==> config.mk <==
export PLATFORM = sky130hd
export DESIGN_NAME = lzd_ram
export DESIGN_NICKNAME = d
export VERILOG_FILES = /design/src/hw/rtl/assert_macros.svh /design/src/hw/rtl/lzd_ram.sv
export SDC_FILE = /design/constraint.sdc
export NUM_CORES = 2
export LEC_CHECK = 0
export BUFFER_PORTS_ARGS = -buffer_cell sky130_fd_sc_hd__buf_2
export CAP_MARGIN = 40
export CORE_MARGIN = 2
export CORE_UTILIZATION = 56
export DETAILED_ROUTE_END_ITERATION = 16
export GPL_TIMING_DRIVEN = 1
export PLACE_DENSITY = 0.79
export SYNTH_ARGS = -nofsm -noshare
export SYNTH_HDL_FRONTEND = slang
export SYNTH_SLANG_ARGS = --single-unit
==> constraint.sdc <==
create_clock -name clk -period 3.6 [get_ports clk]
set_clock_uncertainty 0.15 [all_clocks]
set_input_delay 0.72 -clock clk [delete_from_list [all_inputs] [get_ports clk]]
set_output_delay 0.72 -clock clk [all_outputs]
set_load 0.03 [all_outputs]
==> src/hw/rtl/assert_macros.svh <==
// ----------------------------------------------------------------------------
// assert_macros.svh
// Concurrent assertion helpers shared by the RTL.
// ----------------------------------------------------------------------------
`ifndef ASSERT_MACROS_SVH
`define ASSERT_MACROS_SVH

// Implication checked at every clock edge outside reset.
`define LZD_ASSERT_IMPL(label, clk, rst, ante, cons, msg) \
  label: assert property (@(posedge clk) disable iff (rst) (ante) |-> (cons)) \
    else $error(msg);

// Condition that must hold at every clock edge outside reset.
`define LZD_ASSERT_ALWAYS(label, clk, rst, cond, msg) \
  label: assert property (@(posedge clk) disable iff (rst) (cond)) \
    else $error(msg);

`endif

==> src/hw/rtl/lzd_ram.sv <==
// ----------------------------------------------------------------------------
// lzd_ram
// Simple dual-port RAM, one write and one registered read port.
// ----------------------------------------------------------------------------
`timescale 1ns / 1ps
`default_nettype none

module lzd_ram #(
  parameter int WIDTH = 8,
  parameter int DEPTH = 256
) (
  input  wire logic                     clk,
  input  wire logic                     wr_en,
  input  wire logic [$clog2(DEPTH)-1:0] wr_addr,
  input  wire logic [WIDTH-1:0]         wr_data,
  input  wire logic                     rd_en,
  input  wire logic [$clog2(DEPTH)-1:0] rd_addr,
  output logic      [WIDTH-1:0]         rd_data
);

  logic [WIDTH-1:0] mem [DEPTH];

  always_ff @(posedge clk) begin
    if (wr_en) begin
      mem[wr_addr] <= wr_data;
    end
    if (rd_en) begin
      rd_data <= mem[rd_addr];
    end
  end

endmodule

`default_nettype wire

==> flow_summary.json <==
{
  "dr.pass1.iters": 6,
  "gp_congestion": 0.879,
  "rsz0062_at_grt": "no",
  "layout_common_cells": "2,056 x edfxtp_1, 459 x buf_4, 454 x mux4_2",
  "relSlewSlack_pct": 37.6,
  "num_rows": 138,
  "period_minus_slack_ns": 3.21,
  "synth_cells": 3733,
  "yosysUniqueCellTypes": 54,
  "dpl.cell_count": 5933,
  "grt_pass1_wl_um": 292000,
  "drv_cap": 0,
  "track_usage_pct": 27.9,
  "overflow": 0,
  "syn-num-nets": 3760,
  "setup_violations": 0,
  "endpoint_kind": "flop",
  "vias": 42100,
  "wl_per_cell_um": 32.0,
  "synthArstFlopShare_pct": 0,
  "worst_slew_pin_slew_ns": 0.932,
  "final_cells": 6297,
  "hold_viol": 0,
  "post_cts_buffers": 0,
  "die_y_um": 381,
  "dp_hpwl_um": 122000,
  "crit_required_ns": 4.02,
  "yosysTopAreaCell": "edfxtp_1",
  "cts_tree": "yes",
  "startpoint_type": "input port",
  "cp_max_fo": 17,
  "vias_per_cell": 6.68,
  "path_class": "in2reg",
  "antenna_found_initial": 17,
  "synth_ff_type": "edfxtp_1",
  "slowest_stage": "nor4_1",
  "synth_area_leaders": "edfxtp_1 78%, mux4_2 13%, mux2i_1 1.7%",
  "post_cts_resized": 0,
  "fin_nets": 4264,
  "ctsHoldBuffers": 0,
  "clk_latency_ns": 0.85,
  "grt_max_degree": 152,
  "final_common_cell": "edfxtp_1",
  "cts_root_buffer": "clkbuf_16",
  "crit_chain": "buf_8, buf_12, buf_4, buf_4, mux2i_1, o221ai_1, o22ai_1, nor3_1, nor4_1, buf_4, nor4_1",
  "grt_pass1_vias": 42600,
  "io_pins": 35,
  "cts_buffer_depth": 3,
  "hp-class": "in2reg",
  "synth.ff_latch_count": 2056,
  "power_leakage_nw": 29.3,
  "synth_edf_count": 2056,
  "peakVddDrop_mv": 0.641,
  "synth_area_per_cell_um2": 21.3,
  "post-route-util_pct": 64.8,
  "ant_nets": 0,
  "cp.arrival_ns": 3.63,
  "rr_worst_depth": 7,
  "final_cell_area_um2": 91600,
  "synth_area_um2": 79600,
  "place_area_um2": 85300,
  "dieWidth_um": 381,
  "min_path_cells": 1,
  "area_growth_pct": 15.0,
  "drive_gt1_share_pct": 29.3,
  "numCtsBuffers": 192,
  "cpPeakStageDelay_ns": 0.77,
  "start_util_pct": 56.3,
  "fill_cells": 8652,
  "drc": 0,
  "coreArea_um2": 141000,
  "slew_viol_final": 0,
  "tns_ns": 0,
  "period_share_pct": 89.2,
  "clock-sinks": 2056,
  "path_clk_slew_ns": 0.06,
  "cts_max_level": 4,
  "cellPowerDensity_nw_per_um2": 536,
  "yosysWarnings": 0,
  "seq_area_frac_synth_pct": 77.5,
  "fmax_mhz": 311,
  "first_iter_violations": 6587,
  "path_common_cell": "buf_4",
  "status": "complete, no violations",
  "routed_wl_um": 202000,
  "yosys.area.top_type_share_pct": 77.5,
  "dieArea_um2": 145000,
  "io_buffers": 34
}
==> metrics by stage <==
stage | total power [mW] | setup slack [ns] | hold WS (ns)
2_1_floorplan | 28.2 | 0.654 | 0.669
5_1_grt | 50.2 | 0.319 | 0.126
6_report | 49.1 | 0.389 | 0.155
3_3_place_gp | 29.4 | -0.519 | 0.980
3_5_place_dp | 29.4 | -0.348 | 0.980
4_1_cts | 49.2 | 0.537 | 0.0987
==> sequential cells by signal, summed over array words and instances (netlist names) <==
signal,cells
rd_data,8
mem,2048
==> path summary, 6_finish.rpt <==
path                        start                   end  slack, ns
min reg2reg  mem[32][5]$_DFFE_PP_  rd_data[5]$_DFFE_PP_       1.03
max                    rd_addr[0]  rd_data[4]$_DFFE_PP_       0.39
min                         rd_en  rd_data[0]$_DFFE_PP_       0.15
max reg2reg  mem[82][5]$_DFFE_PP_  rd_data[5]$_DFFE_PP_       0.63
==> worst max-delay path: cells and delay by family <==
family | cells | cell delay, ns
AND/OR/NAND/NOR | 3 | 0.87
AO/OA/AOI/OAI | 2 | 0.44
multiplexers | 1 | 0.21
buffers and inverters | 5 | 1.32
==> cell usage after synthesis (3+ instances only) <==
| cell | instances |
|---|---|
| nor4_1 | 24 |
| mux2i_1 | 134 |
| nor2_1 | 282 |
| nand3_1 | 34 |
| a221oi_1 | 13 |
| a22oi_1 | 133 |
| edfxtp_1 | 2056 |
| o221ai_1 | 46 |
| buf_8 | 13 |
| o22ai_1 | 28 |
| o32ai_1 | 4 |
| mux4_2 | 454 |
| nor4_2 | 3 |
| buf_12 | 8 |
| o211ai_1 | 10 |
| buf_2 | 31 |
| nand2_1 | 33 |
| nand4_1 | 10 |
| nand2b_1 | 8 |
| o22a_1 | 5 |
| nor2b_1 | 31 |
| buf_1 | 22 |
| a22o_1 | 8 |
| clkbuf_1 | 111 |
| a211oi_1 | 16 |
| or2_2 | 4 |
| nor3_1 | 22 |
| and2_1 | 6 |
| o21ai_0 | 10 |
| buf_4 | 27 |
| buf_6 | 21 |
| a21oi_1 | 96 |
==> cell type report <==
cell class                 instances  area, µm²  share of cell area, %
tap                             1890       2360                   2.58
inverter                           2       7.51                0.00820
antenna                           10       25.0                 0.0273
sequential                      2056      61700                   67.4
clock inverter                   128       1300                   1.42
multi-input combinational       1442      16500                   18.0
clock buffer                     226       4950                   5.41
timing repair buffer             543       4710                   5.15
==> kinds of logic (layout without fill, tap and decap cells) <==
family          count (synthesis)  after routing  synth area share, %
compound gates                385            385                 3.42
buf+inv                       235            899                 1.83
flops                        2056           2056                 77.5
mux                           591            591                 14.6
other cells                     0             10                    0
simple gates                  466            466                 2.63
==> where the power goes <==
part           switching [mW]  internal [mW]
combinational            1.61          0.954
clock                    8.94           11.2
sequential             0.0476           26.4
total                    10.6           38.5
==> per-layer routing <==
layer / up-vias / global-route usage, % / share of wire, %
met1: 21600 / 37.3 / 34
met3: 564 / 7.04 / 13
met5: - / 0 / 0.086
met4: 26 / 12.2 / 4.6
met2: 3156 / 44.1 / 48
li1: 16700 / - / -
No activity file was read; power rests on OpenSTA's default activity.
